--- config.mk ---
export PLATFORM = sky130hd
export DESIGN_NAME = prmv_divider
export DESIGN_NICKNAME = d
export VERILOG_FILES = /design/src/rtl/core/assert_macros.svh /design/src/rtl/core/prmv_divider.sv
export SDC_FILE = /design/constraint.sdc
export NUM_CORES = 2
export LEC_CHECK = 0
export BUFFER_PORTS_ARGS = -buffer_cell sky130_fd_sc_hd__buf_4
export CAP_MARGIN = 20
export CORE_ASPECT_RATIO = 2
export CORE_MARGIN = 4
export CORE_UTILIZATION = 30
export DETAILED_ROUTE_END_ITERATION = 12
export GPL_ROUTABILITY_DRIVEN = 0
export PLACE_DENSITY_LB_ADDON = 0.12
export SLEW_MARGIN = 20
export SYNTH_ARGS = -nofsm -noshare
export SYNTH_HDL_FRONTEND = slang
export SYNTH_SLANG_ARGS = --single-unit
--- constraint.sdc ---
create_clock -name clk_i -period 3.3 [get_ports clk_i]
set_input_delay 0.165 -clock clk_i [delete_from_list [all_inputs] [get_ports clk_i]]
set_output_delay 0.165 -clock clk_i [all_outputs]
set_load 0.05 [all_outputs]
--- src/rtl/core/assert_macros.svh ---
// assertion macros for the rtl top level
`ifndef ASSERT_MACROS_SVH
`define ASSERT_MACROS_SVH

// plain property, checked at every clock outside reset
`define PRMV_ASSERT(lbl, prop, msg) \
  lbl: assert property (@(posedge clk_i) disable iff (!rst_ni) (prop)) else $error(msg);

// same-cycle implication
`define PRMV_ASSERT_IMPLY(lbl, pre, post, msg) \
  lbl: assert property (@(posedge clk_i) disable iff (!rst_ni) (pre) |-> (post)) else $error(msg);

// next-cycle implication
`define PRMV_ASSERT_NEXT(lbl, pre, post, msg) \
  lbl: assert property (@(posedge clk_i) disable iff (!rst_ni) (pre) |=> (post)) else $error(msg);

`endif

--- src/rtl/core/prmv_divider.sv ---
// pipelined restoring divider, one quotient bit per stage, with sideband
module prmv_divider #(
  parameter int DW = 25,
  parameter int NW = 16,
  parameter int QW = 24,
  parameter int SW = 1
) (
  input  logic          clk_i,
  input  logic          rst_ni,
  input  logic          en_i,
  input  logic          valid_i,
  input  logic [DW-1:0] dividend_i,
  input  logic [NW-1:0] divisor_i,
  input  logic [SW-1:0] side_i,
  output logic          valid_o,
  output logic [QW-1:0] quotient_o,
  output logic [SW-1:0] side_o
);

  // dividend must stay below divisor << QW
  localparam int CW = (DW > NW + QW) ? DW : NW + QW;

  logic [QW-1:0] vld_q;
  logic [CW-1:0] rem_q  [QW];
  logic [QW-1:0] quo_q  [QW];
  logic [NW-1:0] dvs_q  [QW];
  logic [SW-1:0] side_q [QW];

  for (genvar s = 0; s < QW; s++) begin : g_stage
    logic          vld_in;
    logic [CW-1:0] rem_in;
    logic [QW-1:0] quo_in;
    logic [NW-1:0] dvs_in;
    logic [SW-1:0] side_in;
    logic [CW-1:0] trial;
    logic          take;

    if (s == 0) begin : g_head
      assign vld_in  = valid_i;
      assign rem_in  = CW'(dividend_i);
      assign quo_in  = '0;
      assign dvs_in  = divisor_i;
      assign side_in = side_i;
    end else begin : g_body
      assign vld_in  = vld_q[s-1];
      assign rem_in  = rem_q[s-1];
      assign quo_in  = quo_q[s-1];
      assign dvs_in  = dvs_q[s-1];
      assign side_in = side_q[s-1];
    end

    assign trial = CW'(dvs_in) << (QW - 1 - s);
    assign take  = (rem_in >= trial);

    always_ff @(posedge clk_i or negedge rst_ni) begin
      if (!rst_ni) begin
        vld_q[s] <= 1'b0;
      end else if (en_i) begin
        vld_q[s] <= vld_in;
      end
    end

    always_ff @(posedge clk_i) begin
      if (en_i) begin
        rem_q[s]  <= take ? rem_in - trial : rem_in;
        quo_q[s]  <= quo_in | (QW'(take) << (QW - 1 - s));
        dvs_q[s]  <= dvs_in;
        side_q[s] <= side_in;
      end
    end
  end

  assign valid_o    = vld_q[QW-1];
  assign quotient_o = quo_q[QW-1];
  assign side_o     = side_q[QW-1];

endmodule

---- Word level (Yosys, flattened, before mapping) ----
Memories as Yosys holds them, arrays and structs flattened.
Cells that the tools add are included.
W data, S select, Z words.
storage, ports and cells
  register bits ........................... 24
  RAM bits ................................ 1944
  input port bits ......................... 46
  output and inout port bits .............. 26
  logic and storage cells ................. 125
  memories ................................ 4
cells by class
  add/subtract/negate cells ............... 24
  $lt $le $gt $ge ......................... 24
  multiplexer cells ....................... 26
  bitwise gates (word level) .............. 23
memory list
  memory  words  width  rd ports  clocked after memory_dff  write ports  line                RTL
  rem_q   24     40     23        0                         24           prmv_divider.sv:24  logic [CW-1:0] rem_q [QW];
  quo_q   24     24     24        0                         24           prmv_divider.sv:25  logic [QW-1:0] quo_q [QW];
  dvs_q   24     16     23        0                         24           prmv_divider.sv:26  logic [NW-1:0] dvs_q [QW];
  side_q  24     1      24        0                         24           prmv_divider.sv:27  logic [SW-1:0] side_q [QW];
operators with widths
  kind              count
  $mux W40          24
  $ge A40 B16 Y1    1
  $ge A40 B17 Y1    1
  $ge A40 B18 Y1    1
  $ge A40 B19 Y1    1
  $ge A40 B20 Y1    1
  $ge A40 B21 Y1    1
  $ge A40 B22 Y1    1
  $ge A40 B23 Y1    1
  $ge A40 B24 Y1    1
  $ge A40 B25 Y1    1
  $ge A40 B26 Y1    1
  $ge A40 B27 Y1    1
  $ge A40 B28 Y1    1
  $ge A40 B29 Y1    1
  $ge A40 B30 Y1    1
  $ge A40 B31 Y1    1
  $ge A40 B32 Y1    1
  $ge A40 B33 Y1    1
  $ge A40 B34 Y1    1
  $ge A40 B35 Y1    1
  $ge A40 B36 Y1    1
  $ge A40 B37 Y1    1
  $ge A40 B38 Y1    1
  49 further kinds  50

---- Longest topological paths before layout ----
An unclocked memory read counts as a cell.
  word-level depth ........................ 3
  mapped depth ............................ 14
  gate-level depth less buffers ........... 13

---- Worst setup path after synthesis ----
Ideal clock, no wire load.
  kind .................................... register to register
  start point ............................. mem rem_q[0][102] (netlist bit)
  end point ............................... mem rem_q[0][144] (netlist bit), data pin
  library setup time ...................... 0.254 ns
  arrival time ............................ 2.905 ns
  required time ........................... 3.046 ns
  setup slack ............................. 0.141 ns
  stages on the path, launching flop included .. 11
  buffers on the path ..................... 1
  period minus slack after synthesis ...... 3.159 ns
  cell sequence ........................... edfxtp_1 > ha_1 > nor2b_1 > o31a_1 > o311a_1 > nor4_1 > o21ai_0 > a211oi_1 > clkbuf_1 > a211oi_1 > a21o_1
RTL lines
  element      line
  from (decl)  prmv_divider.sv:24

==> results.toml <==
[die]
die_h_um = 728
start_util = 0.301
dieArea_mm2 = 0.268
rows = 264
io-pin-count = 72
core_area_mm2 = 0.258
fp.dieW_um = 368

[timing]
hold_viol_final = 0
fmax_ghz = 0.299
fin_hold_ws_ns = 0.100
slew_viol_final = 0
timing.final.ws_setup_ns = -0.0484
clock_skew_ns = 0.0579
grt_setup_unrepaired = "yes"
relSlewSlack = 0.314
setup_viol_count_final = 6
min_period_over_period = 1.01
max_slew.worst_pin.slew_ns = 1.03
finalCriticalPeriod_ns = 3.35

[critical_path]
cpPeakStageDelay_ns = 0.53
cp-end-kind = "register"
slowest_stage = "or4b_4"
crit_type = "reg2reg"
crit_arrival_ns = 3.91
critPathMaxFanout = 4
worstPathCellList = "ha_4, o211a_1, o31a_1, buf_6, o2111ai_4, buf_6, o2111ai_4, nand3b_4, nor2_4, or4b_4, nor4_4, xor2_1"
reg2reg_slack_ns = -0.05
worstPathRequired_ns = 3.86
worst_setup_path_start_kind = "register"

[cts]
htreeDepth = 4
cts_buffer_depth = 4
path_clk_slew_ns = 0.06
tritoncts = "built"
numClockSinks = 1636
cts-root-buf = "clkbuf_16"
numCtsBuffers = 172
clock_latency_ns = 0.84

[detailed_routing]
drc_errors = 0
drt-vias-per-instance = 4.74
drt-pass1-iter-count = 5
routedWlPerCell_um = 19.9
drtAntennaViolNets = 0
drt_iter0_drc = 1782
wl_um = 216000
vias = 51415

[pwr]
pwr-share-seq = 0.393
switchingPower_mw = 24.9
ir_drop_v = 0.000453
p_sw_frac = 0.327
fin_total_pwr_mw = 76.0
power_frac_comb = 0.351
p_int_mw = 51.1
clkPwrFrac = 0.256
p_per_area_mw_per_mm2 = 768
p_leak_nw = 37.7

[synth]
synthMuxAreaShare = 0.0145
yosys.area_share.adder = 0.0655
yosys.area_share.simple = 0.108
synthFlopType = "edfxtp_1"
ys_warn_count = 0
synthDistinctLibCells = 103
synth_edf_count = 1612
synth.avg_cell_area_um2 = 12.9
ys_seq_area_frac = 0.630
synth_xor_area_frac = 0.0576
synth-async-reset-ratio = 0.0147
netlist_area_mm2 = 0.0777
syn-num-nets = 6479
ys_seq_elements = 1636
syn_inst = 6040
synth-compound-area-share = 0.0948
synth_top_family_by_area = "simple AND/OR/NAND/NOR gates"

[grt]
grt_first_pass_wirelength_um = 315000
grt_overflow = 0
grt_antenna_before_repair = 12
grt_pass1_vias = 56117
track_usage = 0.157
grt_max_degree = 147

[placed_design]
pre_cts_ws_ns = -0.776
post-dp-hpwl_um = 165000
portBuffers = 71
dp.cells = 10396

[cells_and_area]
multi_input_area_mm2 = 0.0289
drive_gt1_frac = 0.248
final_common_cell = "edfxtp_1"
fin_util = 0.383
seqCellArea_mm2 = 0.0490
n_fill_cell = 24907
nNetsFinal = 7686
stdcell_count = 10850
final_cell_mix = "1,612 x edfxtp_1, 991 x buf_4, 478 x inv_1"
syn_to_final_growth_pct = 27.3

[flow_run]
drv_cap = 0

[hold_path]
hp-class = "in2reg"

[run_status]
violations = "negative setup slack"
run_status = "finished, violations left"
-- metrics by stage --
stage	TNS, ns	cell area [µm²]
2_1_floorplan	0	77700
3_3_place_gp	-85.91	89700
3_5_place_dp	-87.53	89700
4_1_cts	-0.225	97300
5_1_grt	-2.13	98900
6_report	-0.112	98900
-- worst max-delay path: cells and delay by family (launching register included) --
| family | cells | cell delay [ns] |
|---|---|---|
| simple gates | 4 | 1.04 |
| compound gates | 4 | 0.80 |
| flops | 1 | 0.50 |
| fa+ha+maj | 1 | 0.32 |
| buf+inv | 2 | 0.32 |
| xor+xnor | 1 | 0.10 |
-- layout make-up --
class | instances | area share
inverters | 488 | 0.0185
well taps | 3458 | 0.0437
multi-input cells | 3811 | 0.292
flip-flops and latches | 1636 | 0.495
clock inverters | 98 | 0.00914
clock buffers | 203 | 0.0461
repair buffers | 1138 | 0.0944
diodes | 18 | 0.000455
-- what timing repair did --
| item | in CTS | in global routing |
|---|---|---|
| gates cloned | 3 | 2 |
| buffers inserted | 24 | 45 |
| setup endpoints to repair | 383 | 268 |
| resized for setup | 271 | 238 |
| hold buffers | 73 | 1 |
| pin swaps | 82 | 125 |
| endpoints found under the hold margin | 364 | 23 |
-- logic make-up (layout without fill, tap and decap cells) --
group | count (synthesis) | after routing
AO/OA/AOI/OAI | 1185 | 1185
XOR/XNOR | 511 | 511
adder cells (fa/ha/maj) | 393 | 393
buffers and inverters | 594 | 1927
flip-flops | 1636 | 1636
multiplexers | 99 | 99
other | 0 | 18
AND/OR/NAND/NOR | 1622 | 1623
-- flip-flops by register name (all words and copies together) (netlist names) --
name	flops
side_q	24
quo_q	300
g_stage.vld_in	23
dvs_q	368
rem_q	920
valid_o	1
-- synthesized netlist by cell type, types with 13 or more instances --
cell type / instances / area [µm²]
ha_1: 370 / 4630
nand2b_1: 81 / 507
o21a_1: 57 / 428
and2_1: 17 / 106
xnor2_1: 243 / 2130
a21oi_1: 350 / 1750
a31oi_1: 27 / 169
xor2_1: 268 / 2350
nand3_1: 99 / 495
nor3_1: 156 / 781
nand4b_1: 22 / 193
nand4_1: 54 / 338
a211o_1: 16 / 140
and3_1: 21 / 131
o31ai_1: 37 / 278
a21o_1: 118 / 886
fa_1: 23 / 460
o21bai_1: 36 / 270
or2_2: 29 / 181
nand2_1: 403 / 1510
mux2_2: 91 / 1020
nor2b_1: 56 / 350
o31a_1: 18 / 158
nor4_1: 137 / 857
nor3b_1: 13 / 97.6
or3_1: 63 / 394
a21boi_0: 13 / 97.6
dfrtp_1: 24 / 601
edfxtp_1: 1612 / 48400
nand3b_1: 19 / 143
o21ai_0: 331 / 1660
a31o_2: 14 / 123
a211oi_1: 50 / 375
or4_1: 48 / 360
buf_2: 17 / 85.1
nor4b_1: 19 / 166
inv_1: 486 / 1820
clkbuf_1: 78 / 293
nor2_1: 336 / 1260
o211ai_1: 18 / 135
-- worst paths after layout --
| path | startpoint | end | cells after the start |
|---|---|---|---|
| setup / recovery | rem_q[2][48]$_DFFE_PP_ | rem_q[2][108]$_DFFE_PP_ | 12 |
| hold / removal | dividend_i[15] | rem_q[0][15]$_DFFE_PP_ | 2 |
| setup reg to reg | rem_q[2][48]$_DFFE_PP_ | rem_q[2][108]$_DFFE_PP_ | 12 |
| hold reg to reg | quo_q[2][55]$_DFFE_PP_ | quo_q[2][79]$_DFFE_PP_ | 0 |
| max in group asynchronous | rst_ni | g_stage[11].vld_in$_DFFE_PN0P_ | 4 |
| min in group asynchronous | rst_ni | g_stage[21].vld_in$_DFFE_PN0P_ | 4 |
-- routing by layer --
metal  vias to the layer above  part of all wire  GRT usage
met2                       876              0.64      0.359
li1                      24876                 -          -
met5                         -                 0          0
met3                       631             0.022     0.0176
met1                     25032              0.23     0.0904
met4                         0              0.11      0.151
-- power groups by stage --
stage / combinational (mW) / sequential [mW] / clock [mW]
2_1_floorplan: 14.1 / 29.6 / 0
3_3_place_gp: 24.5 / 30.2 / 0
3_5_place_dp: 24.9 / 30.2 / 0
5_1_grt: 29.0 / 30.2 / 20.9
6_report: 26.7 / 29.9 / 19.4
4_1_cts: 26.1 / 29.8 / 20.2
No activity file was read; power rests on OpenSTA's default activity.
