File: src/rtl/core/assert_macros.svh
// assertion macros for the rtl top level
`ifndef ASSERT_MACROS_SVH
`define ASSERT_MACROS_SVH

// plain property, checked at every clock outside reset
`define PRMV_ASSERT(lbl, prop, msg) \
  lbl: assert property (@(posedge clk_i) disable iff (!rst_ni) (prop)) else $error(msg);

// same-cycle implication
`define PRMV_ASSERT_IMPLY(lbl, pre, post, msg) \
  lbl: assert property (@(posedge clk_i) disable iff (!rst_ni) (pre) |-> (post)) else $error(msg);

// next-cycle implication
`define PRMV_ASSERT_NEXT(lbl, pre, post, msg) \
  lbl: assert property (@(posedge clk_i) disable iff (!rst_ni) (pre) |=> (post)) else $error(msg);

`endif

File: src/rtl/core/prmv_ram.sv
// single write port, single registered read port memory
module prmv_ram #(
  parameter int DEPTH = 2,
  parameter int WIDTH = 8,
  parameter int AW    = 1
) (
  input  logic             clk_i,
  input  logic             we_i,
  input  logic [AW-1:0]    waddr_i,
  input  logic [WIDTH-1:0] wdata_i,
  input  logic             re_i,
  input  logic [AW-1:0]    raddr_i,
  output logic [WIDTH-1:0] rdata_o
);

  logic [WIDTH-1:0] mem_q [DEPTH];
  logic [WIDTH-1:0] rdata_q;

  always_ff @(posedge clk_i) begin
    if (we_i) begin
      mem_q[waddr_i] <= wdata_i;
    end
  end

  always_ff @(posedge clk_i) begin
    if (re_i) begin
      rdata_q <= mem_q[raddr_i];
    end
  end

  assign rdata_o = rdata_q;

endmodule

File: config.mk
export PLATFORM = sky130hd
export DESIGN_NAME = prmv_ram
export DESIGN_NICKNAME = d
export VERILOG_FILES = /design/src/rtl/core/assert_macros.svh /design/src/rtl/core/prmv_ram.sv
export SDC_FILE = /design/constraint.sdc
export NUM_CORES = 1
export LEC_CHECK = 0
export BUFFER_PORTS_ARGS = -buffer_cell sky130_fd_sc_hd__buf_2
export CAP_MARGIN = 30
export CORE_MARGIN = 3
export CORE_UTILIZATION = 45
export CTS_CLUSTER_DIAMETER = 200
export DETAILED_ROUTE_END_ITERATION = 10
export PLACE_DENSITY = 0.78
export SYNTH_ARGS = -nofsm -noshare
export SYNTH_HDL_FRONTEND = slang
export SYNTH_SLANG_ARGS = --single-unit
File: constraint.sdc
create_clock -name clk_i -period 1.15 [get_ports clk_i]
set_clock_uncertainty 0.2 [all_clocks]
set_input_delay 0.23 -clock clk_i [delete_from_list [all_inputs] [get_ports clk_i]]
set_output_delay 0.23 -clock clk_i [all_outputs]
set_load 0.03 [all_outputs]
==> After elaboration in Yosys (flattened, before gate mapping) <==
Memories as Yosys holds them, arrays and structs flattened. A register that Yosys moved wholly into a read port is not among the register bits.
Cells that the tools add are included.
{ "classes": {"mux": 2} }
{ "op_table": {"columns": ["cell", "count"], "rows": [
  ["$mux 1", 2]
]} }
{ "totals": {"n_memories": 1, "inputBits": 13, "regBits": 0, "output_inout_bits": 8, "mem_bits_rw": 16} }
{ "mem_list": {"columns": ["name", "depth", "width", "read_ports", "rd_clocked_by_memory_dff", "wr", "line", "rtl"], "rows": [
  ["mem_q", 2, 8, 1, 1, 1, "prmv_ram.sv:16", "logic [WIDTH-1:0] mem_q [DEPTH];"]
]} }

==> Logic depth before layout (Yosys ltp) <==
Gate-level depths: netlist (run 1).
{ "logic_depth": {"depth_word": 2, "ltp_mapped": 2} }

==> Worst setup path before layout (run 1) <==
Ideal clock, no wire load.
{ "synth_timing": {"kind": "input to register", "startpoint": "input we_i", "endpoint": "memory mem_q[0][0] (enable)", "setup_ps": 373, "n_path_buf": 0, "arrival_ps": 650, "required_time_ps": 577, "path_slack_ps": -73, "path_stages": 1, "path_cell_list": "nor2b_1"} }
{ "synth_via": {"elab_chain_len": 2} }
{ "synth_rtl": {"columns": ["element", "line", "rtl"], "rows": [
  ["start: declaration", "prmv_ram.sv:8", "input logic we_i,"],
  ["$mux 1", "prmv_ram.sv:20", "if (we_i) begin"],
  ["$mux 1 (not written as such)", "prmv_ram.sv:21", "mem_q[waddr_i] <= wdata_i;"],
  ["end: declaration", "prmv_ram.sv:16", null]
]} }
Every way passes these cells.

==> Worst setup path in the final report (run 1) <==
{ "layout_timing": {"startpoint": "register rdata_q[5] (netlist: rdata_o[5]), read port of mem_q", "endpoint": "output rdata_o[5]"} }
{ "layout_rtl": {"columns": ["element", "line", "rtl"], "rows": [
  ["start: declaration", "prmv_ram.sv:17", "logic [WIDTH-1:0] rdata_q;"],
  ["end: declaration", "prmv_ram.sv:13", "output logic [WIDTH-1:0] rdata_o"]
]} }
No word-level cell between the ends.

==> results of run 1 <==
## what timing repair did
action | 4_1_cts | 5_1_grt
resized for setup | 16 | 0
hold endpoints to repair | 16 | 0
hold buffers | 8 | 0
setup endpoints to repair | 8 | 8
## stage by stage
step	setup TNS, ps	cells	utilization, %	cell area, µm²	hold slack (ps)
after floorplan	0	35	-	867	129
after global routing	-1420	93	65.7	1160	56.7
after detailed placement	-1550	81	56.8	1000	224
after global placement	-1170	81	56.8	1000	219
final	-1020	93	65.7	1160	45.7
after CTS	-1080	93	65.7	1160	48.6
## cell usage in the layout, fill, tap and decap left out
| master | netlist | routed |
|---|---|---|
| and2_1 | 1 | 1 |
| clkinv_1 | 0 | 1 |
| edfxtp_1 | 24 | 24 |
| dlygate4sd3_1 | 0 | 8 |
| buf_6 | 1 | 8 |
| mux2_4 | 8 | 8 |
| buf_4 | 0 | 2 |
| nor2b_2 | 0 | 1 |
| buf_2 | 0 | 12 |
| clkbuf_4 | 0 | 3 |
## cells by family (layout without fill, tap and decap cells)
group	after synthesis	after routing	synth area share (%)
buffers and inverters	1	34	1.30
flip-flops	24	24	83.4
multiplexers	8	8	13.9
AND/OR/NAND/NOR	2	2	1.45
## registers in the layout, summed over array words and instances (netlist names)
| signal | cells |
|---|---|
| mem_q | 16 |
| rdata_o | 8 |
## final timing paths
kind | endpoint | slack, ps | depth (start not counted)
max | rdata_o[5] | -140 | 1
min | rdata_o[1] | 50 | 1
max reg2reg | rdata_o[2] | 50 | 1
min reg2reg | rdata_o[1] | 360 | 1
## area by class of cell
class	count	area, µm²	area share, %
sequential	24	721	62.2
timing repair buffer	30	245	21.2
multi-input combinational	10	135	11.7
tap	25	31.3	2.70
clock buffer	3	22.5	1.94
clock inverter	1	3.75	0.324
## power by group through the flow
stage,logic [W],registers (W),clock network (W)
floorplan,0.0000604,0.00111,0
global placement,0.000155,0.00107,0
detailed placement,0.000160,0.00107,0
CTS,0.000205,0.00105,0.000359
global route,0.000217,0.00106,0.000402
finish,0.000204,0.00105,0.000351
## metal layers
layer / wire, µm / part of all wire [%]
met5: 0 / 0
met2: 742 / 58
met3: 77 / 6.1
met4: 10 / 0.79
met1: 442 / 35
==> qor.txt, run 1 <==
Initial DRC count: 11
Detailed Route WL: 1270 µm
Crit-path leading delay family: flip-flops
Clock Path Buffers: 2
Post-synth EDFFs: 24
Post-Synthesis Cells: 35
Met3 Resource Use GR: 3.63%
Final setup fails: 8
Final worst path period share: 112%
Req. time, crit path: 720 ps
Crit path max fanout: 1
Worst setup EP type: primary output
Worst-skew pair later-pin latency: 300 ps
TritonCTS clock tree: yes
Top cell type's share of synthesized area: 83.4%
Ratio of cells with drive above 1 in the final layout: 50.0%
Number of setup buffers added after CTS: 0
Via count: 425
Register area share after synthesis: 83.4%
Fillers: 135
Worst hold start: re_i
Max_cap viols: 0
Hold crit path type: in -> reg
CP max stage delay: 400 ps
Global Route met2 Usage: 21.6%
Post-synth top area cell: edfxtp_1
Total power: 0.00161 W
Count leader, synth: edfxtp_1
Net Switching: 0.000335 W
Pint: 0.00127 W
LEAKAGE: 0.455 nW
Reg2reg start: mem_q[0][2]
Post-route DRC: 0
Mapped cell area: 865 µm²
Post-synth ARST share: 0%
CP startpoint: rdata_o[5]
# port buffers: 20
Met1 Usage GRT: 12.5%
RD Place Congestion: 0.730
Yosys cell types: 5
Failing checks: setup timing
Buffers & Inverters on Critical Path: 1
Critical-path top delay cell: edfxtp_1
Synth area leaders: edfxtp_1 (83%), mux2_4 (14%), buf_6 (1.3%), and2_1 (0.72%), nor2b_1 (0.72%)
Max_slew headroom: 75.4%
Post-synth top cells: edfxtp_1 (24), mux2_4 (8), and2_1 (1), buf_6 (1), nor2b_1 (1)
CTS Root Cell: clkbuf_4
Antenna Cells: 0
Critical Path, Cell by Cell: buf_6
Routed wire per std cell: 13.7 µm
Status: finished, violations left
Crit start category: flip-flop
First-pass GRT wire length: 2080 µm
Synth Flop Type: edfxtp_1
Die Y: 49.8 µm
RSZ-0062 raised after global routing: true
Comb power frac: 12.7%
PD cells: 1390 nW/µm²
Critical Path AT: 860 ps
Clock power frac: 21.8%
Post-DRT Antenna Nets: 0
CTS buffer count: 3
Total clock sinks: 24
Largest net degree at the start of global routing: 14
Core region area: 1760 µm²
Endpoints failing hold: 0
Mapped Nets: 48
Peak Freq: 778 MHz
Flop pwr share: 65.5%
Clock-pin slew of the registers on the worst-case setup and hold paths: 120 ps
1st-pass router iterations: 4
Syn_area_per_cell: 24.7 µm²
Drt via density: 4.57
Area growth syn-to-layout: 34.0%
H-Tree Depth: 1
Final worst slack: -135 ps
Worst VDD drop: 917 µV
Num ports: 21
Pins Over Slew Limit: 0
Setup CP Type: reg -> out
Antenna violations before repair: 0
Worst-margin pin slew: 369 ps
Sw frac: 20.8%
Die Area: 2480 µm²
Vias in the first global route: 425
Pre-CTS setup slack: -120 ps
Cell Rows: 15
Warnings, synthesis: 0
GR peak layer: met2
Seq cells post-synth: 24
GRT Residual Overflow: 0
Final #Nets: 82
GRT Util Overall: 12.2%
Fin crit period: 1290 ps
Initial cell density of the core: 49.0%
Die X-Extent: 49.8 µm
(Power assumes the default switching activity.)
==> inputs of run 2 (changes only) <==
--- a/config.mk
+++ b/config.mk
@@ -7,6 +7,7 @@
 export LEC_CHECK = 0
 export BUFFER_PORTS_ARGS = -buffer_cell sky130_fd_sc_hd__buf_2
 export CAP_MARGIN = 30
+export CORE_ASPECT_RATIO = 0.8
 export CORE_MARGIN = 3
 export CORE_UTILIZATION = 45
 export CTS_CLUSTER_DIAMETER = 200
==> run 2 against run 1 <==
Net effect:
- the flow still finishes with violations (setup timing)
- via count up 2.1%
- setup slack worse by 2.7 ps
- combinational power about the same
- maximum frequency down 0.21%
- critical path depth unchanged
- power up 15%
- critical path type unchanged
- highest routed layer unchanged
==> qor.txt, run 2 (synthesis results as in run 1) <==
Final setup fails: 8
Buffers & Inverters on Critical Path: 1
Initial cell density of the core: 50.1%
Reg2Reg Depth: 1
Clock-pin slew of the registers on the worst-case setup and hold paths: 120 ps
Failing checks: setup timing
Largest Register: mem_q
GRT Residual Overflow: 0
Final worst slack: -138 ps
H-Tree Depth: 1
Hold Path End: rdata_o[7]
Setup CP Type: reg -> out
Initial DRC count: 2
Final #Nets: 84
Worst setup EP type: primary output
Status: finished, violations left
Worst R2R End: rdata_o[5]
Clock Path Buffers: 2
Die Y: 45.2 µm
Endpoints failing hold: 0
Antenna Cells: 0
Reg2reg start: mem_q[0][5]
Largest net degree at the start of global routing: 15
Routed wire per std cell: 11.9 µm
Worst-margin pin slew: 239 ps
LEAKAGE: 0.478 nW
Post-DRT Antenna Nets: 0
Cell Rows: 13
Num ports: 21
Via count: 434
RSZ-0062 raised after global routing: true
TritonCTS clock tree: yes
Peak Freq: 777 MHz
Hold crit path type: in -> reg
Fin crit period: 1290 ps
Worst-skew pair later-pin latency: 310 ps
CTS buffer count: 3
Flop2flop setup slack: 20 ps
CP max stage delay: 400 ps
Final worst path period share: 112%
Max_cap viols: 0
First-pass GRT wire length: 1670 µm
Number of flip-flops under the largest register name: 16
Detailed Route WL: 1100 µm
Antenna violations before repair: 0
RD Place Congestion: 0.629
Core region area: 1720 µm²
Worst hold stages: 1
Worst hold start: re_i
Ratio of cells with drive above 1 in the final layout: 52.9%
Post-Route Utilization: 69.4%
Max_slew headroom: 84.1%
GRT Util Overall: 10.8%
Die X-Extent: 55.0 µm
Setup TNS: -1070 ps
1st-pass router iterations: 3
Final hold slack: 52.6 ps
Area growth syn-to-layout: 38.4%
Total clock sinks: 24
Pins Over Slew Limit: 0
Post-route DRC: 0
Vias in the first global route: 393
CTS Root Cell: clkbuf_4
Die Area: 2490 µm²
Critical Path, Cell by Cell: buf_6
# port buffers: 20
Crit path max fanout: 1
Critical Path AT: 860 ps
Crit start category: flip-flop
Commonest non-fill, non-tap cell in the layout: edfxtp_1
Critical-path top delay cell: edfxtp_1
Worst VDD drop: 1130 µV
Most frequent cells in the layout: edfxtp_1 (24), buf_2 (12), mux2_4 (8), dlygate4sd3_1 (8), buf_6 (8)
Number of setup buffers added after CTS: 0
Drt via density: 4.72
Crit-path leading delay family: flip-flops
Req. time, crit path: 720 ps
PD cells: 1540 nW/µm²
[run 2: cell count changes in the layout (fill, tap and decap cells not counted), sizes merged]
cell,change
buf,+2
bufinv,+1
clkinv,-1
[run 2: stage by stage]
stage	cells	power, W	instance area, µm²	setup slack, ps
6_report	92	0.00184	1200	-138
5_1_grt	92	0.00193	1200	-208
4_1_cts	92	0.00187	1200	-160
3_5_place_dp	80	0.00123	1010	-102
3_3_place_gp	80	0.00123	1010	-90.1
2_1_floorplan	35	0.00117	867	43.6
[run 2: timing repair]
action | 4_1_cts | 5_1_grt
hold endpoints to repair | 16 | 0
hold buffers | 8 | 0
setup endpoints to repair | 8 | 8
resized for setup | 16 | 0
[run 2: how the worst max path moves through the flow]
| stage | slack (ps) | end | cells past startpoint | from |
|---|---|---|---|---|
| 6_report | -140 | rdata_o[2] | 1 | rdata_o[2] |
| 5_1_grt | -210 | rdata_o[2] | 1 | rdata_o[2] |
| 4_1_cts | -160 | rdata_o[1] | 1 | rdata_o[1] |
| 3_5_place_dp | -100 | rdata_o[5] | 2 | raddr_i |
| 3_3_place_gp | -90 | rdata_o[2] | 2 | raddr_i |
| 2_1_floorplan | 40 | rdata_o[0] | 2 | raddr_i |
[run 2: area by class of cell]
cell class	count	area, µm²
clock inverters	1	30.0
well taps	22	27.5
multi-input cells	10	135
repair buffers	32	260
clock buffers	3	22.5
flip-flops and latches	24	721
fillers	121	528
[run 2: power by group]
group	switching (W)	total, W	internal [W]
registers	0.0000194	0.00105	0.00103
logic	0.0000891	0.000206	0.000117
clock network	0.000234	0.000586	0.000352
total	0.000342	0.00184	0.00150
[run 2: metal layers]
| metal | share of wire, % | vias to the layer above | track usage [%] |
|---|---|---|---|
| met5 | 0 | - | 0 |
| met4 | 2.7 | 0 | 7.28 |
| met3 | 8.0 | 5 | 6.93 |
| met2 | 47 | 18 | 15.6 |
| met1 | 42 | 202 | 11.7 |
| li1 | - | 209 | - |
